File: src/bte_pkg.sv
// Shared types and constants for the beat-triggered envelope phase core.
// Used by the channel interfaces, the controller, the datapath and the divider.
package bte_pkg;

  // Field widths
  localparam int DeltaW   = 17;
  localparam int SpeedW   = 8;
  localparam int LevelW   = 16;
  localparam int TimeW    = 24;
  localparam int RestW    = 23;
  localparam int Q16W     = 16;
  localparam int WaveW    = 14;
  localparam int ArcW     = 2;
  localparam int CfgIdxW  = 3;
  localparam int CfgDataW = 24;

  // Shared serial divider: dividend, divisor and quotient widths
  localparam int DivNW = 65;
  localparam int DivDW = 48;
  localparam int DivQW = 17;

  // Constants
  localparam logic [TimeW-1:0]  TimeMax    = 24'hFFFFFF;
  localparam logic [Q16W-1:0]   FullQ16    = 16'hFFFF;
  localparam logic [Q16W-1:0]   SpeedReset = 16'd4096;
  localparam logic [WaveW-1:0]  WaveBase   = 14'd5120;
  localparam logic [WaveW-1:0]  WaveReset  = 14'd6400;
  localparam logic [14:0]       PhaseGain  = 15'd25033;
  localparam logic [17:0]       FiltTauUs  = 18'd150000;
  localparam logic [15:0]       LevelDiv   = 16'd65535;
  localparam logic [14:0]       LevelRound = 15'd32767;

  localparam logic [TimeW-1:0] BuildReset   = 24'd800000;
  localparam logic [TimeW-1:0] HoldReset    = 24'd300000;
  localparam logic [TimeW-1:0] ReleaseReset = 24'd600000;
  localparam logic [RestW-1:0] RestReset    = 23'd200000;

  typedef enum logic [ArcW-1:0] {
    ARC_REST    = 2'd0,
    ARC_BUILD   = 2'd1,
    ARC_HOLD    = 2'd2,
    ARC_RELEASE = 2'd3
  } arc_e;

  typedef enum logic [CfgIdxW-1:0] {
    CFG_BUILD   = 3'd0,
    CFG_HOLD    = 3'd1,
    CFG_RELEASE = 3'd2,
    CFG_REST    = 3'd3,
    CFG_MODE    = 3'd4
  } cfg_idx_e;

  typedef enum logic [1:0] {
    DIV_SPEED = 2'd0,
    DIV_RAMP  = 2'd1,
    DIV_WAVE  = 2'd2
  } div_sel_e;

  // Controller -> datapath
  typedef struct packed {
    logic     in_ready;
    logic     latch_in;
    logic     spd_mul;
    logic     div_load;
    div_sel_e div_sel;
    logic     spd_apply;
    logic     trig;
    logic     eval;
    logic     sq_x;
    logic     sq_d;
    logic     ramp_num;
    logic     ramp_apply;
    logic     wave_apply;
    logic     ph_mul;
    logic     ph_add;
    logic     out_load;
  } bte_cmd_t;

  // Datapath -> controller
  typedef struct packed {
    logic in_valid;
    logic div_done;
    logic ramp_req;
    logic out_free;
  } bte_sts_t;

endpackage

File: src/bte_ctrl.sv
// Sequencer for one frame: speed filter, trigger, envelope, ramp, wavelength
// and phase steps. Drives bte_cmd_t, reads bte_sts_t from bte_pkg.
module bte_ctrl (
  input  logic              clk_i,
  input  logic              rst_ni,
  input  bte_pkg::bte_sts_t sts_i,
  output bte_pkg::bte_cmd_t cmd_o
);
  import bte_pkg::*;

  typedef enum logic [15:0] {
    ST_IDLE      = 16'h0001,
    ST_SPD_MUL   = 16'h0002,
    ST_SPD_LOAD  = 16'h0004,
    ST_SPD_WAIT  = 16'h0008,
    ST_TRIG      = 16'h0010,
    ST_EVAL      = 16'h0020,
    ST_SQ_X      = 16'h0040,
    ST_SQ_D      = 16'h0080,
    ST_RAMP_NUM  = 16'h0100,
    ST_RAMP_LOAD = 16'h0200,
    ST_RAMP_WAIT = 16'h0400,
    ST_WAVE_LOAD = 16'h0800,
    ST_WAVE_WAIT = 16'h1000,
    ST_PH_MUL    = 16'h2000,
    ST_PH_ADD    = 16'h4000,
    ST_OUT       = 16'h8000
  } ctrl_state_e;

  ctrl_state_e state_q, state_d;

  always_comb begin
    state_d       = state_q;
    cmd_o         = '0;
    cmd_o.div_sel = DIV_SPEED;
    unique case (state_q)
      ST_IDLE: begin
        cmd_o.in_ready = 1'b1;
        if (sts_i.in_valid) begin
          cmd_o.latch_in = 1'b1;
          state_d        = ST_SPD_MUL;
        end
      end
      ST_SPD_MUL: begin
        cmd_o.spd_mul = 1'b1;
        state_d       = ST_SPD_LOAD;
      end
      ST_SPD_LOAD: begin
        cmd_o.div_load = 1'b1;
        cmd_o.div_sel  = DIV_SPEED;
        state_d        = ST_SPD_WAIT;
      end
      ST_SPD_WAIT: begin
        if (sts_i.div_done) begin
          state_d = ST_TRIG;
        end
      end
      ST_TRIG: begin
        cmd_o.spd_apply = 1'b1;
        cmd_o.trig      = 1'b1;
        state_d         = ST_EVAL;
      end
      ST_EVAL: begin
        cmd_o.eval = 1'b1;
        state_d    = sts_i.ramp_req ? ST_SQ_X : ST_WAVE_LOAD;
      end
      ST_SQ_X: begin
        cmd_o.sq_x = 1'b1;
        state_d    = ST_SQ_D;
      end
      ST_SQ_D: begin
        cmd_o.sq_d = 1'b1;
        state_d    = ST_RAMP_NUM;
      end
      ST_RAMP_NUM: begin
        cmd_o.ramp_num = 1'b1;
        state_d        = ST_RAMP_LOAD;
      end
      ST_RAMP_LOAD: begin
        cmd_o.div_load = 1'b1;
        cmd_o.div_sel  = DIV_RAMP;
        state_d        = ST_RAMP_WAIT;
      end
      ST_RAMP_WAIT: begin
        if (sts_i.div_done) begin
          state_d = ST_WAVE_LOAD;
        end
      end
      ST_WAVE_LOAD: begin
        cmd_o.ramp_apply = 1'b1;
        cmd_o.div_load   = 1'b1;
        cmd_o.div_sel    = DIV_WAVE;
        state_d          = ST_WAVE_WAIT;
      end
      ST_WAVE_WAIT: begin
        if (sts_i.div_done) begin
          state_d = ST_PH_MUL;
        end
      end
      ST_PH_MUL: begin
        cmd_o.wave_apply = 1'b1;
        cmd_o.ph_mul     = 1'b1;
        state_d          = ST_PH_ADD;
      end
      ST_PH_ADD: begin
        cmd_o.ph_add = 1'b1;
        state_d      = ST_OUT;
      end
      ST_OUT: begin
        // hold until the output register is free
        if (sts_i.out_free) begin
          cmd_o.out_load = 1'b1;
          state_d        = ST_IDLE;
        end
      end
      default: begin
        state_d = ST_IDLE;
      end
    endcase
  end

  always_ff @(posedge clk_i or negedge rst_ni) begin
    if (!rst_ni) begin
      state_q <= ST_IDLE;
    end else begin
      state_q <= state_d;
    end
  end

endmodule

File: config.mk
export PLATFORM = sky130hd
export DESIGN_NAME = bte_ctrl
export DESIGN_NICKNAME = d
export VERILOG_FILES = /design/src/bte_pkg.sv /design/src/bte_ctrl.sv
export SDC_FILE = /design/constraint.sdc
export NUM_CORES = 1
export LEC_CHECK = 0
export BUFFER_PORTS_ARGS = -buffer_cell sky130_fd_sc_hd__buf_2
export CAP_MARGIN = 20
export CORE_UTILIZATION = 50
export DETAILED_ROUTE_END_ITERATION = 12
export PLACE_DENSITY = 0.8
export SYNTH_ARGS = -nofsm -noshare
export SYNTH_HDL_FRONTEND = slang
export SYNTH_SLANG_ARGS = --single-unit
File: constraint.sdc
create_clock -name clk_i -period 2.6 [get_ports clk_i]
set_input_delay 0.26 -clock clk_i [delete_from_list [all_inputs] [get_ports clk_i]]
set_output_delay 0.26 -clock clk_i [all_outputs]
set_load 0.01 [all_outputs]
# Yosys cells after proc, flatten, opt, wreduce, memory -nomap -nowiden
# Cells that the tools add are included.
# word_totals
regBits,16
elab_cells,44
# op_classes
n_eq_ne,21
n_mux,21
n_reduce_logical,1
# op_table
cell,n
case mux 16 bit (16 select lines),1
2-to-1 mux 16 bit,5
== test 16 x 1 -> 1 bit (second input constant),1
== test 16 x 10 -> 1 bit (second input constant),1
== test 16 x 11 -> 1 bit (second input constant),1
== test 16 x 12 -> 1 bit (second input constant),1
== test 16 x 13 -> 1 bit (second input constant),1
== test 16 x 14 -> 1 bit (second input constant),1
== test 16 x 15 -> 1 bit (second input constant),1
== test 16 bit (second input constant),1
== test 16 x 2 -> 1 bit (second input constant),1
== test 16 x 3 -> 1 bit (second input constant),1
== test 16 x 4 -> 1 bit (second input constant),1
== test 16 x 5 -> 1 bit (second input constant),1
== test 16 x 6 -> 1 bit (second input constant),1
== test 16 x 7 -> 1 bit (second input constant),1
== test 16 x 8 -> 1 bit (second input constant),1
== test 16 x 9 -> 1 bit (second input constant),1
2-to-1 mux 12 bit,1
2-to-1 mux 1 bit,10
inequality test 2 bit (second input constant),5
case mux 3 bit (3 select lines),1
2-to-1 mux 2 bit,3
AND reduction 5 bit,1

# Longest topological paths before layout
# Gate-level depths: netlist of run 1.
# logic_depth
depth_word,3
depth_mapped,8
mapped_depth_nobuf,6

# Worst setup path after synthesis of run 1
# Ideal clock, no wire load.
# synth_timing
path_kind,reg-to-output
start,reg state_q[3]
end,out cmd_o[6] (netlist name)
arrival_ps,1904
t_required_ps,2340
path_slack_ps,436
path_stages_with_launch,5
cell_sequence,dfrtp_1 or4_1 buf_2 or3_1 nor4_1
# synth_lines
element,line_no,text
"start, declared",bte_ctrl.sv:30,"ctrl_state_e state_q, state_d;"
"start signal, assigned",bte_ctrl.sv:126,state_q <= state_d;
"end, declared",bte_ctrl.sv:7,output bte_pkg::bte_cmd_t cmd_o

==> results of run 1 <==
## per-stage QoR
step | instances | cell area, sq um | hold WS, ns | util, %
after global routing | 153 | 1190 | 0.212 | 65.8
after floorplan | 108 | 1010 | -0.0356 | -
after global placement | 148 | 1100 | 0.185 | 61.2
final | 153 | 1190 | 0.219 | 65.8
after CTS | 153 | 1150 | 0.210 | 63.7
after detailed placement | 148 | 1100 | 0.191 | 61.2
## routing by layer
layer / GRT usage (%) / wire length (um) / vias up
met5: 0 / 0 / -
met3: 8.08 / 96 / 2
li1: - / - / 443
met1: 32.0 / 997 / 416
met4: 3.43 / 15 / 0
met2: 35.0 / 1050 / 21
## cell usage after synthesis
library cell               instances
sky130_fd_sc_hd__nor4b_1           1
sky130_fd_sc_hd__or2_1             1
sky130_fd_sc_hd__clkbuf_1          2
sky130_fd_sc_hd__nor4_1            8
sky130_fd_sc_hd__nand2b_1          3
sky130_fd_sc_hd__nand4b_1          1
sky130_fd_sc_hd__inv_1             4
sky130_fd_sc_hd__a32oi_1           1
sky130_fd_sc_hd__nor3b_2           1
sky130_fd_sc_hd__and3_1            5
sky130_fd_sc_hd__or3_1             1
sky130_fd_sc_hd__nand3_1           5
sky130_fd_sc_hd__o221ai_2          1
sky130_fd_sc_hd__a21o_1            2
sky130_fd_sc_hd__dfstp_2           1
sky130_fd_sc_hd__or4_4             1
sky130_fd_sc_hd__and2_1            3
sky130_fd_sc_hd__buf_4             3
sky130_fd_sc_hd__a31oi_1           1
sky130_fd_sc_hd__and4b_1           3
sky130_fd_sc_hd__nand3_2           1
sky130_fd_sc_hd__o21ai_2           1
sky130_fd_sc_hd__nor3_1            4
sky130_fd_sc_hd__nor3_2            2
sky130_fd_sc_hd__or4b_2            2
sky130_fd_sc_hd__nor2b_1           1
sky130_fd_sc_hd__nor3b_1           3
sky130_fd_sc_hd__xor2_1            3
sky130_fd_sc_hd__a21oi_1           2
sky130_fd_sc_hd__buf_2             1
sky130_fd_sc_hd__dfrtp_1          15
sky130_fd_sc_hd__or4_1             3
sky130_fd_sc_hd__o21ai_0           1
sky130_fd_sc_hd__nor2_1           14
sky130_fd_sc_hd__nor4_4            1
sky130_fd_sc_hd__a311oi_1          1
sky130_fd_sc_hd__nand4_1           1
sky130_fd_sc_hd__nand2_1           3
sky130_fd_sc_hd__buf_6             1
## power by group
part / internal [W] / switching (W)
combinational: 0.000140 / 0.000194
sequential: 0.000279 / 0.0000400
clock: 0.0000853 / 0.0000768
total: 0.000505 / 0.000310
## repair_timing
action / in CTS / in global routing
setup endpoints to repair: 0 / 9
resized for setup: 0 / 9
endpoints found under the hold margin: 15 / 0
hold buffers: 1 / 0
## layout make-up
type                    count  area (sq um)
inverters                   4          15.0
clock buffers               4          36.3
multi-input cells          81           579
fillers                   167           616
well taps                  25          31.3
flip-flops and latches     16           404
repair buffers             23           120
## worst max-delay path: stages (launching register included)
cell and delay [ns]:
sky130_fd_sc_hd__dfrtp_2 0.48, sky130_fd_sc_hd__or4_4 0.61, sky130_fd_sc_hd__or3_1 0.47, sky130_fd_sc_hd__nor4_2 0.22, sky130_fd_sc_hd__buf_2 0.17
## kinds of logic (layout without fill, tap and decap cells)
family | count (synthesis) | after routing | share of synthesized area (%)
DFF | 16 | 16 | 39.9
AOI/OAI and AO/OA | 10 | 10 | 7.70
xor gates and xnor gates | 3 | 3 | 2.61
and+or+nand+nor | 68 | 68 | 43.7
buffers and inverters | 11 | 31 | 6.09
## how the worst max path moves through the flow
stage / from / to / slack (ns) / depth (start not counted)
5_1_grt: state_q[12]$_DFFE_PN0P_ / cmd_o[15] / 0.02 / 6
3_3_place_gp: state_q[12]$_DFFE_PN0P_ / cmd_o[15] / 0.39 / 6
6_report: state_q[12]$_DFFE_PN0P_ / cmd_o[6] / 0.11 / 4
3_5_place_dp: state_q[3]$_DFFE_PN0P_ / cmd_o[9] / 0.35 / 4
4_1_cts: state_q[3]$_DFFE_PN0P_ / cmd_o[9] / 0.01 / 4
2_1_floorplan: state_q[3]$_DFFE_PN0P_ / cmd_o[6] / 0.44 / 4
==> metrics, run 1 <==
timing-limited maximum frequency 402 MHz; Post-Place Setup Slack 0.347 ns; post-synth net total 114; Largest register FFs 16; Clock Skew 0.00362 ns; sequential share of the synthesized area 39.9%; post-layout worst setup margin 0.114 ns; number of global-route vias before repair 744; Clk Latency, worst-skew pair 0.28 ns; gate count after technology mapping 108; number of max-cap violations 0; flops & latches, synth 16; count of buffers added by post-CTS timing repair for setup 0; Worst-Margin Slew 0.390 ns; Fin. Hold Viols 0; most frequent cells in the layout sky130_fd_sc_hd__buf_2, sky130_fd_sc_hd__nor2_1, sky130_fd_sc_hd__dfrtp_1; global route overflow 0; residual antenna-violating net count after detailed routing 0; min Tclk post-route 2.49 ns; endpoint of the most critical register-to-register path state_q[3]$_DFFE_PN0P_; share of layout cells above drive strength 1 35.2%; Overall Global Routing Usage 22.9%; Synth-to-Final Area Change 17.8%; most frequent standard cell in the layout excluding fill and tap cells sky130_fd_sc_hd__buf_2; Setup Total Neg Slack 0 ns; FF-to-FF Start state_q[5]$_DFFE_PN0P_; die outline area 2200 sq um; hold path cells 2; worst min-delay path endpoint state_q[1]$_DFFE_PN0P_; I/O pin count 23; arrival time at the worst endpoint 2.23 ns; Hold Path Origin sts_i[3]; Hold Path Class input port to flop; initial antenna violation count 0; setup slack of the worst register-to-register path 0.37 ns; share of Yosys cell area claimed by the top area cell type 37.3%; depth of the worst register-to-register path 6; final weighted congestion in routability-driven placement 0.822; Crit Path Category flop to primary output; dominant cells by area after synthesis sky130_fd_sc_hd__dfrtp_1, sky130_fd_sc_hd__nor2_1, sky130_fd_sc_hd__nor4_1; biggest regs state_q (16); maximum level of the CTS H-tree 1; crit path max fanout 5; die height 46.9 um; element type at the critical path end primary output; distinct cell type count after synthesis 39; total power 0.000815 W; max-slew headroom at the worst pin 73.8%; number of antenna repair diodes 0; critical path required time 2.34 ns; DIE WIDTH 46.9 um; total of buffers placed on input and output ports 22; number of buffers on the longest clock path 2; Tcrit/Tclk final 95.6%; core area 1800 sq um; placed wire-length estimate after detailed placement 1.63 mm; pin count of the biggest net entering global routing 17; Post-layout nets 135; clock transition at the registers of the reported paths 0.09 ns; P_leak 0.604 nW; largest register by flop count state_q; run status complete, no violations; via density per instance 5.76; first-iteration detailed-routing DRC count 16; post-synthesis instance area 1010 sq um; number of synthesis warnings 0; wire per inst 14.1 um; TritonCTS clock tree built; Startpoint Class flop; wire length of the first global-routing pass 3.44 mm; count of endpoints failing setup in the final report 0; detailed-route DRC error count 0; final number of max-transition violations 0; number of search-and-repair iterations in the first detailed-routing pass 4; TritonCTS Buffers 3; floorplan row count 15; pwr dens 687 nW/um^2; setup repair after global routing missed its margin false; via count 882; clk sinks 16; Clock Root Buffer sky130_fd_sc_hd__clkbuf_4; wirelength, routed 2.16 mm; Initial Util 55.9%; synthesized area per cell 9.33 sq um; peak supply drop 0.000357 V; cell type with the highest aggregate area in the netlist sky130_fd_sc_hd__dfrtp_1
(Power assumes the default switching activity.)
==> inputs of run 2 (changes only) <==
--- a/config.mk
+++ b/config.mk
@@ -8,6 +8,7 @@
 export BUFFER_PORTS_ARGS = -buffer_cell sky130_fd_sc_hd__buf_2
 export CAP_MARGIN = 20
 export CORE_UTILIZATION = 50
+export CTS_BUF_LIST = sky130_fd_sc_hd__clkbuf_2 sky130_fd_sc_hd__clkbuf_4 sky130_fd_sc_hd__clkbuf_8
 export DETAILED_ROUTE_END_ITERATION = 12
 export PLACE_DENSITY = 0.8
 export SYNTH_ARGS = -nofsm -noshare
==> constraint.sdc (replaced) <==
create_clock -name clk_i -period 2.5 [get_ports clk_i]
set_input_delay 0.25 -clock clk_i [delete_from_list [all_inputs] [get_ports clk_i]]
set_output_delay 0.25 -clock clk_i [all_outputs]
set_load 0.01 [all_outputs]
==> metrics, run 2 (synthesis results as in run 1) <==
Placed Cells incl. Taps 149; Crit Path Category flop to primary output; via density per instance 5.82; floorplan row count 15; Setup Total Neg Slack 0 ns; Fin. Hold Viols 0; wirelength, routed 2.09 mm; I/O pin count 23; Critical-path top delay cell sky130_fd_sc_hd__or4_4; Hold Path Origin sts_i[3]; total cell area at the placement stage 1110 sq um; crit path max fanout 5; clk sinks 16; DIE WIDTH 46.9 um; residual antenna-violating net count after detailed routing 0; run status complete, no violations; worst min-delay path endpoint state_q[1]$_DFFE_PN0P_; wire per inst 13.6 um; timing-limited maximum frequency 414 MHz; via count 897; pwr dens 726 nW/um^2; post-route standard cell area excluding fillers 1190 sq um; depth of the worst register-to-register path 6; Largest register FFs 16; biggest regs state_q (16); final number of max-transition violations 0; global route overflow 0; Clock Skew 0.00500 ns; hold path cells 2; die height 46.9 um; cell-by-cell trace of the critical path or4_4 -> or3_4 -> nor4_1 -> buf_2; non-filler cells in the finished layout 154; Startpoint Class flop; Initial Util 55.9%; max-slew headroom at the worst pin 76.0%; setup slack of the worst register-to-register path 0.32 ns; element type at the critical path end primary output; initial antenna violation count 0; min Tclk post-route 2.42 ns; FF-to-FF Start state_q[5]$_DFFE_PN0P_; final core occ 66.3%; placed wire-length estimate after detailed placement 1.61 mm; Tcrit/Tclk final 96.7%; final weighted congestion in routability-driven placement 0.843; first-iteration detailed-routing DRC count 21; critical path required time 2.25 ns; largest register by flop count state_q; TritonCTS Buffers 3; Hold Path Class input port to flop; endpoint of the most critical register-to-register path state_q[3]$_DFFE_PN0P_; number of search-and-repair iterations in the first detailed-routing pass 4; detailed-route DRC error count 0; Clk Latency, worst-skew pair 0.30 ns; Synth-to-Final Area Change 18.6%; wire length of the first global-routing pass 3.24 mm; maximum level of the CTS H-tree 1; share of layout cells above drive strength 1 38.0%; number of global-route vias before repair 732; arrival time at the worst endpoint 2.17 ns; count of endpoints failing setup in the final report 0; Clock Root Buffer sky130_fd_sc_hd__clkbuf_4; die outline area 2200 sq um; P_leak 0.601 nW; Post-layout nets 136; number of buffers on the longest clock path 2; core area 1800 sq um; clock transition at the registers of the reported paths 0.09 ns; number of antenna repair diodes 0; peak supply drop 0.000584 V; most frequent standard cell in the layout excluding fill and tap cells sky130_fd_sc_hd__buf_2; Worst-Margin Slew 0.359 ns; Overall Global Routing Usage 21.7%; number of max-cap violations 0; total of buffers placed on input and output ports 22; TritonCTS clock tree built; pin count of the biggest net entering global routing 17; total power 0.000868 W; most frequent cells in the layout sky130_fd_sc_hd__buf_2, sky130_fd_sc_hd__nor2_1, sky130_fd_sc_hd__dfrtp_1; worst stage delay on the critical path 0.60 ns
run 2: cell types whose count changed in the layout (fill, tap and decap cells not counted), sizes merged:
cell | previous run | this run
buf | 22 | 23
run 2: timing repair:
action,in CTS,in global routing
setup buffers,0,0
hold endpoints to repair,15,0
endpoints found under the setup margin,3,8
gates resized for setup,3,8
pin swaps,0,1
gates cloned,0,0
hold buffers,1,0
run 2: stage by stage:
step / setup slack [ns] / hold slack (ns)
floorplan: 0.346 / -0.0456
global placement: 0.300 / 0.176
detailed placement: 0.250 / 0.176
CTS: 0.00276 / 0.188
global route: -0.0000875 / 0.194
finish: 0.0818 / 0.191
run 2: area by class of cell:
| cell class | count | area, sq um |
|---|---|---|
| clock buffers | 4 | 36.3 |
| fillers | 146 | 607 |
| inverters | 4 | 15.0 |
| multi-input cells | 81 | 579 |
| flip-flops and latches | 16 | 405 |
| well taps | 25 | 31.3 |
| repair buffers | 24 | 128 |
run 2: worst max path at each step:
stage / cells after the start / endpoint / start / slack, ns
after CTS: 4 / cmd_o[6] / state_q[12]$_DFFE_PN0P_ / 0.003
after floorplan: 4 / cmd_o[6] / state_q[3]$_DFFE_PN0P_ / 0.35
final: 4 / cmd_o[7] / state_q[12]$_DFFE_PN0P_ / 0.08
after global placement: 4 / cmd_o[7] / state_q[3]$_DFFE_PN0P_ / 0.30
after detailed placement: 4 / cmd_o[6] / state_q[3]$_DFFE_PN0P_ / 0.25
after global routing: 4 / cmd_o[6] / state_q[12]$_DFFE_PN0P_ / -0.00009
run 2: layer usage:
metal  track usage, %  vias up  share of wire [%]
met5                0        -                  0
met4             12.0        0                2.1
met3             3.46        6                3.3
met2             31.7       20                 47
met1             30.7      422                 48
li1                 -      449                  -
run 2: power breakdown:
part	total (W)	leakage (nW)	switching, W	internal, W
logic	0.000360	0.366	0.000203	0.000157
registers	0.000336	0.214	0.0000450	0.000291
clock network	0.000172	0.0210	0.0000834	0.0000889
total	0.000868	0.601	0.000332	0.000536
run 2: critical path, delay by kind of cell, from the launching register on:
family | cells | cell delay, ns
and+or+nand+nor | 3 | 1.24
DFF | 1 | 0.46
buffers and inverters | 1 | 0.17
==> inputs of run 3 (changes only) <==
==> constraint.sdc (replaced) <==
create_clock -name clk_i -period 2.3 [get_ports clk_i]
set_input_delay 0.23 -clock clk_i [delete_from_list [all_inputs] [get_ports clk_i]]
set_output_delay 0.23 -clock clk_i [all_outputs]
set_load 0.01 [all_outputs]
==> metrics, run 3 (synthesis results as in run 1) <==
post-layout worst setup margin -0.0413 ns; number of global-route vias before repair 932; global route overflow 0; failing checks negative setup slack; Fin Hold WS 0.184 ns; timing-limited maximum frequency 427 MHz; via count 1047; FF-to-FF Start state_q[9]$_DFFE_PN0P_; critical path required time 2.07 ns; peak supply drop 0.000614 V; pin count of the biggest net entering global routing 17; number of antenna repair diodes 0; DIE WIDTH 46.9 um; endpoint of the most critical register-to-register path state_q[3]$_DFFE_PN0P_; Initial Util 55.9%; Hold Path Origin sts_i[1]; Clock Root Buffer sky130_fd_sc_hd__clkbuf_4; hold path cells 2; Overall Global Routing Usage 27.6%; number of fillers in the final layout 131; max-slew headroom at the worst pin 66.8%; Tcrit/Tclk final 102%; final number of max-transition violations 0; biggest regs state_q (16); Clk Latency, worst-skew pair 0.29 ns; clk sinks 16; I/O pin count 23; crit path max fanout 6; Synth-to-Final Area Change 38.1%; detailed-route DRC error count 0; worst stage delay on the critical path 0.54 ns; count of endpoints failing setup in the final report 2; P_leak 0.707 nW; maximum level of the CTS H-tree 1; pwr dens 778 nW/um^2; total power 0.00108 W; worst min-delay path endpoint state_q[6]$_DFFE_PN0P_; Worst Path Buf+Inv 2; wire length of the first global-routing pass 4.12 mm; Largest register FFs 16; Hold Path Class input port to flop; Startpoint Class flop; die outline area 2200 sq um; core area 1800 sq um; setup repair after global routing missed its margin true; wire per inst 17.2 um; number of max-cap violations 0; first-iteration detailed-routing DRC count 30; wirelength, routed 2.96 mm; setup slack of the worst register-to-register path 0.03 ns; placed wire-length estimate after detailed placement 1.85 mm; floorplan row count 15; total of buffers placed on input and output ports 22; most frequent cells in the layout sky130_fd_sc_hd__buf_2, sky130_fd_sc_hd__buf_4, sky130_fd_sc_hd__dfrtp_1; Clock Skew 0.00387 ns; Worst-Margin Slew 0.493 ns; most frequent standard cell in the layout excluding fill and tap cells sky130_fd_sc_hd__buf_2; final weighted congestion in routability-driven placement 0.930; Critical-path top delay cell sky130_fd_sc_hd__or4_4; cell-by-cell trace of the critical path or4_4 -> buf_12 -> nor3_2 -> and4b_1 -> buf_2; residual antenna-violating net count after detailed routing 0; number of buffers on the longest clock path 2; TritonCTS clock tree built; Setup Total Neg Slack -0.0823 ns; final core occ 77.2%; largest register by flop count state_q; Post-Place Setup Slack 0.0792 ns; element type at the critical path end primary output; area of the multi-input gates 629 sq um; via density per instance 6.09; cell family with most CP delay simple AND/OR/NAND/NOR gates; Post-layout nets 154; clock transition at the registers of the reported paths 0.10 ns; Fin. Hold Viols 0; Crit Path Category flop to primary output; number of search-and-repair iterations in the first detailed-routing pass 5; arrival time at the worst endpoint 2.11 ns; die height 46.9 um; total area of sequential cells 404 sq um; min Tclk post-route 2.34 ns; TritonCTS Buffers 3; initial antenna violation count 0; run status complete, but fails checks; share of layout cells above drive strength 1 48.3%; depth of the worst register-to-register path 8
[run 3: how the worst max path moves through the flow]
stage	from	cells after the start	to
floorplan	state_q[3]$_DFFE_PN0P_	4	cmd_o[6]
global placement	state_q[9]$_DFFE_PN0P_	6	state_q[3]$_DFFE_PN0P_
detailed placement	state_q[9]$_DFFE_PN0P_	4	cmd_o[10]
CTS	state_q[14]$_DFFE_PN0P_	6	cmd_o[15]
global route	state_q[5]$_DFFE_PN0P_	4	cmd_o[1]
finish	state_q[9]$_DFFE_PN0P_	5	cmd_o[10]
[run 3: worst register-to-register path: stages, from the launching register on]
cell	delay, ns
sky130_fd_sc_hd__dfrtp_2	0.45
sky130_fd_sc_hd__or4_4	0.54
sky130_fd_sc_hd__buf_12	0.16
sky130_fd_sc_hd__buf_4	0.13
sky130_fd_sc_hd__nor4_1	0.30
sky130_fd_sc_hd__a31oi_1	0.16
sky130_fd_sc_hd__o221ai_4	0.29
sky130_fd_sc_hd__nand2_1	0.11
sky130_fd_sc_hd__o21ai_2	0.06
[run 3: layer usage]
metal,track usage [%],share of wire [%],vias up
li1,-,-,484
met2,50.6,52,51
met3,4.23,6.5,15
met5,0,0,-
met1,31.5,38,497
met4,12.6,3.6,0
[run 3: what timing repair did]
action	in CTS	in global routing
hold buffers	1	0
buffers inserted	6	6
endpoints found under the hold margin	15	0
gates resized for setup	13	6
pin swaps	10	11
endpoints found under the setup margin	17	16
[run 3: area by class of cell]
type / count / share of cell area (%)
multi-input combinational: 81 / 45.2
clock buffer: 4 / 2.61
timing repair buffer: 42 / 19.8
sequential: 16 / 29.0
inverter: 4 / 1.08
tap: 25 / 2.25
[run 3: per-stage QoR]
| step | area, sq um | std cells |
|---|---|---|
| 4_1_cts | 1300 | 166 |
| 6_report | 1390 | 172 |
| 3_5_place_dp | 1150 | 155 |
| 5_1_grt | 1390 | 172 |
| 3_3_place_gp | 1150 | 155 |
| 2_1_floorplan | 1010 | 108 |
[run 3: power breakdown]
part | internal (W) | switching [W] | total (W) | leakage (nW)
Combinational | 0.000231 | 0.000300 | 0.000531 | 0.471
Clock | 0.0000965 | 0.0000933 | 0.000190 | 0.0210
Sequential | 0.000316 | 0.0000460 | 0.000362 | 0.215
